`src/rtl/core/pts_pkg.sv`:
```
// Shared types and constants for the priority tick scheduler.
`timescale 1ns / 1ps

package pts_pkg;

    // Field widths of one transaction in each direction.
    localparam int ID_W     = 8;
    localparam int LEN_W    = 8;
    localparam int PRIO_W   = 3;
    localparam int TICK_W   = 16;
    localparam int OP_W     = 2;

    // Default sizing of the job table.
    localparam int SLOTS_DEF       = 8;
    localparam int PRIO_LEVELS_DEF = 8;

    // Operation codes carried by an input transaction.
    localparam logic [OP_W-1:0] OP_ADMIT = 2'd0;
    localparam logic [OP_W-1:0] OP_TICK  = 2'd1;
    localparam logic [OP_W-1:0] OP_CLEAR = 2'd2;

    // Status codes of a result.
    localparam logic STATUS_OK   = 1'b0;
    localparam logic STATUS_FULL = 1'b1;

    // Saturated time value.
    localparam logic [TICK_W-1:0] TICK_MAX = '1;

    typedef struct packed {
        logic [OP_W-1:0]   op;
        logic [ID_W-1:0]   job_id;
        logic [LEN_W-1:0]  burst_len;
        logic [PRIO_W-1:0] prio;
        logic [TICK_W-1:0] arrive_at;
    } t_in;

    typedef struct packed {
        logic [ID_W-1:0] run_id;
        logic            job_finished;
        logic            all_done;
        logic            status;
    } t_out;

    // One entry of the job table.
    typedef struct packed {
        logic [ID_W-1:0]   id;
        logic [LEN_W-1:0]  left;
        logic [PRIO_W-1:0] prio;
        logic [TICK_W-1:0] arrive;
    } t_slot;

endpackage

```
`src/rtl/core/priority_tick_scheduler.sv`:
```
// Priority tick scheduler: job table, sequential selection scan and result register.
`timescale 1ns / 1ps

// Each input transaction is admit, tick or clear, and yields exactly one result transaction.
// Admit, clear and unknown operations pass through the S_DONE state on their way to the result register.
// A tick reads the job table one entry per cycle through a single registered memory port and
// keeps the best candidate so far; in non-preemptive mode a held job that is still eligible is
// taken after a single read.
// The block accepts a new transaction only once the previous one has been handed to the result
// register, which may still be waiting to be taken. Configuration writes are always ready.
module priority_tick_scheduler #(
    parameter int SLOTS       = pts_pkg::SLOTS_DEF,
    parameter int PRIO_LEVELS = pts_pkg::PRIO_LEVELS_DEF
) (
    input  logic          i_clk,
    input  logic          i_rst_n,
    input  logic          i_in_valid,
    output logic          o_in_stall,
    input  pts_pkg::t_in  i_in_data,
    output logic          o_out_valid,
    input  logic          i_out_stall,
    output pts_pkg::t_out o_out_data,
    input  logic          i_cfg_valid,
    output logic          o_cfg_ready,
    input  logic          i_cfg_data
);

    localparam int IW = $clog2(SLOTS);
    localparam int CW = $clog2(SLOTS + 1);
    localparam logic [CW-1:0] SLOTS_C = CW'(SLOTS);
    localparam logic [pts_pkg::PRIO_W-1:0] PRIO_TOP = pts_pkg::PRIO_W'(PRIO_LEVELS - 1);

    typedef enum logic [5:0] {
        S_IDLE = 6'b000001,
        S_HOLD = 6'b000010,
        S_HCHK = 6'b000100,
        S_SCAN = 6'b001000,
        S_UPD  = 6'b010000,
        S_DONE = 6'b100000
    } t_state;

    t_state r_state, n_state;

    // Job table and its registered read port.
    pts_pkg::t_slot r_mem [SLOTS];
    pts_pkg::t_slot r_rd;
    logic [IW-1:0]  rd_addr;
    logic           mem_we;
    logic [IW-1:0]  mem_wa;
    pts_pkg::t_slot mem_wd;

    // Control state.
    logic [CW-1:0]              r_count, n_count;
    logic [CW-1:0]              r_live, n_live;
    logic [pts_pkg::TICK_W-1:0] r_now, n_now;
    logic [IW-1:0]              r_held, n_held;
    logic                       r_holding, n_holding;
    logic                       r_preempt;
    logic [CW-1:0]              r_idx, n_idx;
    logic                       r_dv, n_dv;
    logic [IW-1:0]              r_didx, n_didx;
    logic                       r_found, n_found;
    logic                       r_out_valid, n_out_valid;

    // Payload registers.
    logic [IW-1:0]  r_best_slot, n_best_slot;
    pts_pkg::t_slot r_best, n_best;
    pts_pkg::t_out  r_res, n_res;
    pts_pkg::t_out  r_out, n_out;

    logic                       accept;
    logic                       rd_elig;
    logic [pts_pkg::PRIO_W-1:0] in_prio;
    logic [pts_pkg::LEN_W-1:0]  best_left_dec;

    assign accept      = i_in_valid && !o_in_stall;
    assign o_in_stall  = (r_state != S_IDLE);
    assign o_cfg_ready = 1'b1;
    assign o_out_valid = r_out_valid;
    assign o_out_data  = r_out;
    assign rd_addr     = r_idx[IW-1:0];

    // Eligibility of the entry on the read port, and the saturated priority of an admit.
    assign rd_elig = (r_rd.left != '0) && (r_rd.arrive <= r_now);
    assign in_prio = (32'(i_in_data.prio) > PRIO_LEVELS - 1) ? PRIO_TOP : i_in_data.prio;
    assign best_left_dec = r_best.left - pts_pkg::LEN_W'(1);

    // Next-state and datapath logic of the sequencer.
    always_comb begin
        n_state     = r_state;
        n_count     = r_count;
        n_live      = r_live;
        n_now       = r_now;
        n_held      = r_held;
        n_holding   = r_holding;
        n_idx       = r_idx;
        n_dv        = 1'b0;
        n_didx      = r_didx;
        n_found     = r_found;
        n_best_slot = r_best_slot;
        n_best      = r_best;
        n_res       = r_res;
        n_out       = r_out;
        n_out_valid = r_out_valid && i_out_stall;
        mem_we      = 1'b0;
        mem_wa      = r_count[IW-1:0];
        mem_wd      = pts_pkg::t_slot'{id: i_in_data.job_id, left: i_in_data.burst_len,
                                       prio: in_prio, arrive: i_in_data.arrive_at};
        unique case (r_state)
            S_IDLE: begin
                if (accept) begin
                    n_res   = '0;
                    n_state = S_DONE;
                    unique case (i_in_data.op)
                        pts_pkg::OP_ADMIT: begin
                            if (r_count == SLOTS_C) begin
                                n_res.status = pts_pkg::STATUS_FULL;
                            end else begin
                                mem_we  = 1'b1;
                                n_count = r_count + CW'(1);
                                if (i_in_data.burst_len != '0) begin
                                    n_live = r_live + CW'(1);
                                end
                            end
                        end
                        pts_pkg::OP_TICK: begin
                            n_found = 1'b0;
                            if (!r_preempt && r_holding) begin
                                n_idx   = CW'(r_held);
                                n_state = S_HOLD;
                            end else begin
                                n_idx   = '0;
                                n_state = S_SCAN;
                            end
                        end
                        pts_pkg::OP_CLEAR: begin
                            n_count   = '0;
                            n_live    = '0;
                            n_now     = '0;
                            n_held    = '0;
                            n_holding = 1'b0;
                        end
                        default: begin
                        end
                    endcase
                end
            end
            S_HOLD: begin
                // The held entry is being read.
                n_state = S_HCHK;
            end
            S_HCHK: begin
                if (rd_elig) begin
                    n_found     = 1'b1;
                    n_best      = r_rd;
                    n_best_slot = r_held;
                    n_state     = S_UPD;
                end else begin
                    n_idx   = '0;
                    n_state = S_SCAN;
                end
            end
            S_SCAN: begin
                // Issue one read per cycle and compare the entry read in the cycle before.
                if (r_idx < r_count) begin
                    n_dv   = 1'b1;
                    n_didx = r_idx[IW-1:0];
                    n_idx  = r_idx + CW'(1);
                end
                if (r_dv && rd_elig && (!r_found || r_rd.prio < r_best.prio)) begin
                    n_found     = 1'b1;
                    n_best      = r_rd;
                    n_best_slot = r_didx;
                end
                if (!(r_idx < r_count) && !r_dv) begin
                    n_state = S_UPD;
                end
            end
            S_UPD: begin
                if (r_found) begin
                    mem_we         = 1'b1;
                    mem_wa         = r_best_slot;
                    mem_wd         = r_best;
                    mem_wd.left    = best_left_dec;
                    n_res.run_id   = r_best.id;
                    n_held         = r_best_slot;
                    if (best_left_dec == '0) begin
                        n_res.job_finished = 1'b1;
                        n_holding          = 1'b0;
                        n_live             = r_live - CW'(1);
                    end else begin
                        n_holding = 1'b1;
                    end
                end else begin
                    n_holding = 1'b0;
                end
                if (r_now != pts_pkg::TICK_MAX) begin
                    n_now = r_now + pts_pkg::TICK_W'(1);
                end
                n_state = S_DONE;
            end
            S_DONE: begin
                // Hand the result over once the output register is free.
                if (!r_out_valid || !i_out_stall) begin
                    n_out          = r_res;
                    n_out.all_done = (r_live == '0);
                    n_out_valid    = 1'b1;
                    n_state        = S_IDLE;
                end
            end
            default: begin
                n_state = S_IDLE;
            end
        endcase
    end

    // Control registers.
    always_ff @(posedge i_clk) begin
        if (!i_rst_n) begin
            r_state     <= S_IDLE;
            r_count     <= '0;
            r_live      <= '0;
            r_now       <= '0;
            r_held      <= '0;
            r_holding   <= 1'b0;
            r_preempt   <= 1'b0;
            r_idx       <= '0;
            r_dv        <= 1'b0;
            r_found     <= 1'b0;
            r_out_valid <= 1'b0;
        end else begin
            r_state     <= n_state;
            r_count     <= n_count;
            r_live      <= n_live;
            r_now       <= n_now;
            r_held      <= n_held;
            r_holding   <= n_holding;
            r_idx       <= n_idx;
            r_dv        <= n_dv;
            r_found     <= n_found;
            r_out_valid <= n_out_valid;
            if (i_cfg_valid && o_cfg_ready) begin
                r_preempt <= i_cfg_data;
            end
        end
    end

    // Payload registers.
    always_ff @(posedge i_clk) begin
        r_didx      <= n_didx;
        r_best_slot <= n_best_slot;
        r_best      <= n_best;
        r_res       <= n_res;
        r_out       <= n_out;
    end

    // Job table memory with one write and one registered read per cycle.
    always_ff @(posedge i_clk) begin
        if (mem_we) begin
            r_mem[mem_wa] <= mem_wd;
        end
        r_rd <= r_mem[rd_addr];
    end

endmodule

```
`config.mk`:
```
export PLATFORM = sky130hd
export DESIGN_NAME = priority_tick_scheduler
export DESIGN_NICKNAME = d
export VERILOG_FILES = /design/src/rtl/core/pts_pkg.sv /design/src/rtl/core/priority_tick_scheduler.sv
export SDC_FILE = /design/constraint.sdc
export NUM_CORES = 1
export LEC_CHECK = 0
export BUFFER_PORTS_ARGS = -buffer_cell sky130_fd_sc_hd__buf_2
export CORE_UTILIZATION = 45
export DETAILED_ROUTE_END_ITERATION = 7
export MAX_ROUTING_LAYER = met4
export PLACE_DENSITY = 0.65
export SETUP_SLACK_MARGIN = 0.02
export SLEW_MARGIN = 25
export SYNTH_ARGS = -nofsm -noshare
export SYNTH_HDL_FRONTEND = slang
export SYNTH_SLANG_ARGS = --single-unit
```
`constraint.sdc`:
```
create_clock -name i_clk -period 5.3 [get_ports i_clk]
set_input_delay 0.53 -clock i_clk [delete_from_list [all_inputs] [get_ports i_clk]]
set_output_delay 0.53 -clock i_clk [all_outputs]
set_load 0.03 [all_outputs]
```
# ---- Word-level counts from Yosys, hierarchy flattened
# Memory sizes are Yosys's and may differ from the RTL's. A register that Yosys moved wholly into a read port is not among the register bits.
# Index checks and enable logic that the tools add are counted.
dict set report word_totals {
  register_bits 104
  mem_bits_rw 280
  input_bits 43
  out_inout_bits 14
  elab_cells 167
  mem_count 1
}
# memory words width read_ports rd_ports_with_merged_regs wr line_no
set mem_list {}
lappend mem_list {r_mem 8 35 1 1 1 priority_tick_scheduler.sv:45} ;# pts_pkg::t_slot r_mem [SLOTS];
dict set report op_classes {
  addsub 6
  n_lt_le_gt_ge 3
  n_eq_ne 27
  mux 66
  reduce_logical 40
}
# op n
set op_table {}
lappend op_table {{35-bit two-way mux} 4}
lappend op_table {{35-bit one-hot mux with 2 select lines} 1}
lappend op_table {{16-bit two-way mux} 3}
lappend op_table {{4-bit two-way mux} 11}
lappend op_table {{6-bit one-hot mux with 6 select lines} 1}
lappend op_table {{16-bit one-hot mux with 2 select lines} 1}
lappend op_table {{3-bit two-way mux} 8}
lappend op_table {{6-bit two-way mux} 4}
lappend op_table {{4-bit one-hot mux with 2 select lines} 3}
lappend op_table {{2-bit inequality test (second input constant)} 11}
lappend op_table {{1-bit two-way mux} 20}
lappend op_table {{9-bit one-hot mux with 2 select lines} 1}
lappend op_table {{16-bit by 1-bit adder with 16-bit output (second input constant)} 1}
lappend op_table {{16-bit <= comparator} 1}
lappend op_table {{16-bit inequality test (second input constant)} 1}
lappend op_table {{4-bit AND reduction} 4}
lappend op_table {{8-bit nonzero test} 2}
lappend op_table {{4-bit by 1-bit adder with 4-bit output (second input constant)} 3}
lappend op_table {{3-bit one-hot mux with 2 select lines} 2}
lappend op_table {{4-bit one-hot mux with 3 select lines} 1}
lappend op_table {{3-bit AND reduction} 4}
lappend op_table {{11-bit two-way mux} 1}
lappend op_table {{5-bit AND reduction} 2}
lappend op_table {{9-bit two-way mux} 1}
lappend op_table {{other kinds (30)} 51}

# ---- Depth between registers and ports, before layout
dict set report depth {
  word_depth 7
  mapped_depth 8
}

# ---- Least setup slack after synthesis
# OpenSTA, ideal clock, no wires.
dict set report synth_path {
  path_type {flip-flop to flip-flop}
  startpoint {register r_now[13] (netlist name)}
  endpoint {register r_best[0] (netlist name), enable pin}
  setup_time_ns 0.446
  t_arrival_ns 3.698
  slack_ns 1.156
  stages_incl_launch_ff 9
  n_path_buf 0
  period_less_slack_ns 4.144
  cell_sequence {dfxtp_1 inv_1 ha_1 a21o_1 a21o_1 a221o_1 o31ai_1 nand2_1 a21oi_1}
}
dict set report synth_via {
  elab_chain_cells 6
  elab_cells_between_ends 7
}
# item line_no
set synth_rtl {}
lappend synth_rtl {{from (decl)} priority_tick_scheduler.sv:55} ;# logic [pts_pkg::TICK_W-1:0] r_now, n_now;
lappend synth_rtl {{from (signal assigned)} priority_tick_scheduler.sv:235} ;# r_now <= n_now;
lappend synth_rtl {{16-bit <= comparator (*)} priority_tick_scheduler.sv:84} ;# assign rd_elig = (r_rd.left != '0) && (r_rd.arrive <= r_now);
lappend synth_rtl {{1-bit logical AND (*)} priority_tick_scheduler.sv:84}
lappend synth_rtl {{1-bit logical AND (2 in series)} priority_tick_scheduler.sv:170} ;# if (r_dv && rd_elig && (!r_found || r_rd.prio < r_best.prio)) begin
lappend synth_rtl {{2-bit inequality test (no line)} --}
lappend synth_rtl {{3-bit AND reduction (no line) (*)} --}
lappend synth_rtl {{to (signal assigned)} priority_tick_scheduler.sv:252} ;# r_best <= n_best;
lappend synth_rtl {{to (decl)} priority_tick_scheduler.sv:67} ;# pts_pkg::t_slot r_best, n_best;
# Mark *: on every way between the ends. The rest lies on a longest branch, timed or not.
# A chain may end at the register's enable or synchronous reset.

# ---- Final worst setup path
dict set report layout_path {
  startpoint {register r_now[13] (netlist name)}
  endpoint {register r_best[8] (netlist name), enable pin}
}
# The elaborated chain is that of the path after synthesis.

==> metrics <==
synth top area cells=edfxtp_1, mux4_2, dfxtp_1; EDFF count, synth=342; DP HPWL=approximately 22,000 um; FFs w/ async S/R, synth=0%; endpoint class of the critical path=flip-flop; Leakage Power=6.36 nW; die area=38,000 um^2; VDD IR-drop max=262 uV; minimum clock period=3.68 ns; global-route wire length before repair=53,900 um; # Post-CTS Setup Buffers=0; antenna violations before repair=0; Core Region=36,600 um^2; Worst R2R Setup Slack=roughly 1.6 ns; Worst Path Buf+Inv=2; Clock Skew=0.0155 ns; fin nets=1,195; clk buf depth=3; largest net degree at the start of global routing=54; GRT Residual Overflow=0; internal power=between 5 and 6 mW; Worst Setup Path Type=reg -> reg; top cell type's share of synthesized area=about three fifths; layout cell share with drive strength beyond 1=22.5%; max-cap viol count=0; Die W=195 um; CP max stage delay=0.70 ns; PostCTS Resize Cnt=0; Slew HR=35.0%; Sw Ratio=21.1%; post-layout util=52.0%; commonest non-fill, non-tap cell in the layout=edfxtp_1; Buffers on Ports=55; Yosys cell types=between 60 and 70; Net Switching=between 1 and 1.5 mW; Total Wirelength=34,700 um; Final setup viols=0; flops & latches, synth=approximately 420; CTS root buf=clkbuf_16; run status=complete, no violations; DRC=0; Final Cycle Share=69.4%; Clock Pin Slew Worst Setup and Hold Paths=~0.060 ns; CP top delay family=compound AO/OA/AOI/OAI gates; Sequential Power Share=a little over half; Synth area leader=edfxtp_1; starting density of the core=between 40 and 50%; First-pass DRT Iterations=5; total power per unit cell area=366 nW/um^2; vias in the first global route=9,194; H-tree lvl count=2; Ys Warns=0; ys flop type=edfxtp_1; ANT nets after route=0; Final Hold Viols=0; Avg Synthesized Cell Area=16.0 um^2; Total Routing Usage GR=19.3%; Ant. Diodes=0; P&R area growth vs syn=13.6%; Fmax=272 MHz; RSZ-0062 raised after global routing=false; Top cell by count, worst path=a21o_1; 1st-iter DRT viols=~880; Via Count=9,095; Num CTS Buffers=43; slowest CP cell=o31ai_1; Rows=70; Final Max Slew Viols=0; sequential-to-total area share from yosys stat=70.5%; Hold Buf Count CTS=0; clk sink count=about 420; CP cell instances=inv_1 > ha_1 > a21o_1 > a21o_1 > a221o_1 > o31ai_1 > nand2_1 > a21oi_4 > buf_4; critical path fanouts, max=21; Clock Power Share=between 40% and 50%; most frequent cells in the layout=edfxtp_1, nand2_1, dfxtp_1; WL/cell=21.3 um; Worst Tran Pin Value=0.965 ns; min-delay worst type=in -> reg; Setup TNS=0 ns; CP arrival=3.88 ns; Synth Net Count=1,122; Final GP Congestion=0.863; Worst Setup Start Kind=flip-flop; CP required=5.51 ns; CTS tree=yes; # IOs=57; Comb power frac=4.4%; Clock Latency Late Sink=roughly 0.55 ns; Cells after Synth=1,050; post-synthesis cell area=16,800 um^2; Die Y=195 um; via-per-instance ratio=5.59
## worst paths after layout
path                                              from                      to  depth (start not counted)
worst max-delay path            r_now[13]$_SDFFE_PN0P_     r_best[8]$_DFFE_PP_                          9
worst min-delay path                        i_cfg_data  r_preempt$_SDFFE_PN0P_                          3
worst max register to register  r_now[13]$_SDFFE_PN0P_     r_best[8]$_DFFE_PP_                          9
worst min register to register        r_rd[34]$_DFF_P_    r_best[34]$_DFFE_PP_                          0
## synthesized netlist by cell type, types with 3 or more instances
library cell / count
edfxtp_1: 342
nand2_1: 139
dfxtp_1: 77
mux4_2: 70
nor2_1: 44
mux2_2: 35
o21ai_0: 34
a21oi_1: 31
inv_1: 31
ha_1: 29
clkbuf_1: 25
nand3_1: 17
nand4_1: 15
and3_1: 12
buf_2: 12
a31oi_1: 11
xnor2_1: 11
nor2b_1: 9
nor3_1: 7
nor4_1: 7
a22oi_1: 6
mux2i_1: 6
or3_1: 6
and2_1: 5
nand2b_1: 5
nor3b_1: 4
or4_1: 4
a21o_1: 3
o211ai_1: 3
o31ai_1: 3
xor2_1: 3
## power by group through the flow
stage          combinational, mW  sequential [mW]  clock, mW
5_1_grt                    0.337             3.67       3.19
3_5_place_dp               0.306             3.74          0
2_1_floorplan              0.200             3.73          0
3_3_place_gp               0.301             3.74          0
6_report                   0.306             3.67       3.00
4_1_cts                    0.308             3.67       3.06
## per-stage QoR
step,power [mW],hold slack [ns],cells,instance area [um^2],setup WS [ns]
floorplan,3.93,0.386,1050,16800,1.16
global placement,4.04,0.387,1546,17600,1.74
detailed placement,4.05,0.389,1546,17600,1.67
CTS,7.04,0.214,1626,19000,1.62
global route,7.20,0.243,1626,19000,1.33
finish,6.97,0.232,1626,19000,1.62
## state kept, by name (all words and copies together), names as in the netlist, 6 cells and up
name,cells
o_out_data,11
r_now,16
r_state,6
r_rd,35
r_mem,280
r_best,35
r_res,10
## routing by layer
metal  part of all wire (%)  global-route usage (%)
met1                     46                    26.8
met2                     47                    29.3
met4                    2.3                    5.51
met3                    5.0                    3.35
met5                      0                       -
## final cells by class
type	instances	area (um^2)
clock buffer	51	1120
fill	2980	17600
timing repair buffer	70	388
inverter	32	120
multi-input combinational	557	4710
sequential	419	11800
tap	468	586
clock inverter	29	300
## worst register-to-register path, cell delays in order (launching register included)
cell     delay, ns
dfxtp_1       0.35
inv_1         0.08
ha_1          0.31
a21o_1        0.16
a21o_1        0.17
a221o_1       0.32
o31ai_1       0.70
nand2_1       0.21
a21oi_4       0.59
buf_4         0.45
## logic make-up after synthesis
group | Yosys count | synth area share [%]
flip-flops | 419 | 70.5
AND/OR/NAND/NOR | 290 | 8.40
AO/OA/AOI/OAI | 112 | 4.17
multiplexers | 111 | 12.1
buffers and inverters | 74 | 1.88
adder cells (fa/ha/maj) | 29 | 2.17
XOR/XNOR | 14 | 0.732
other | 1 | 0.0224
(Power assumes the default switching activity.)
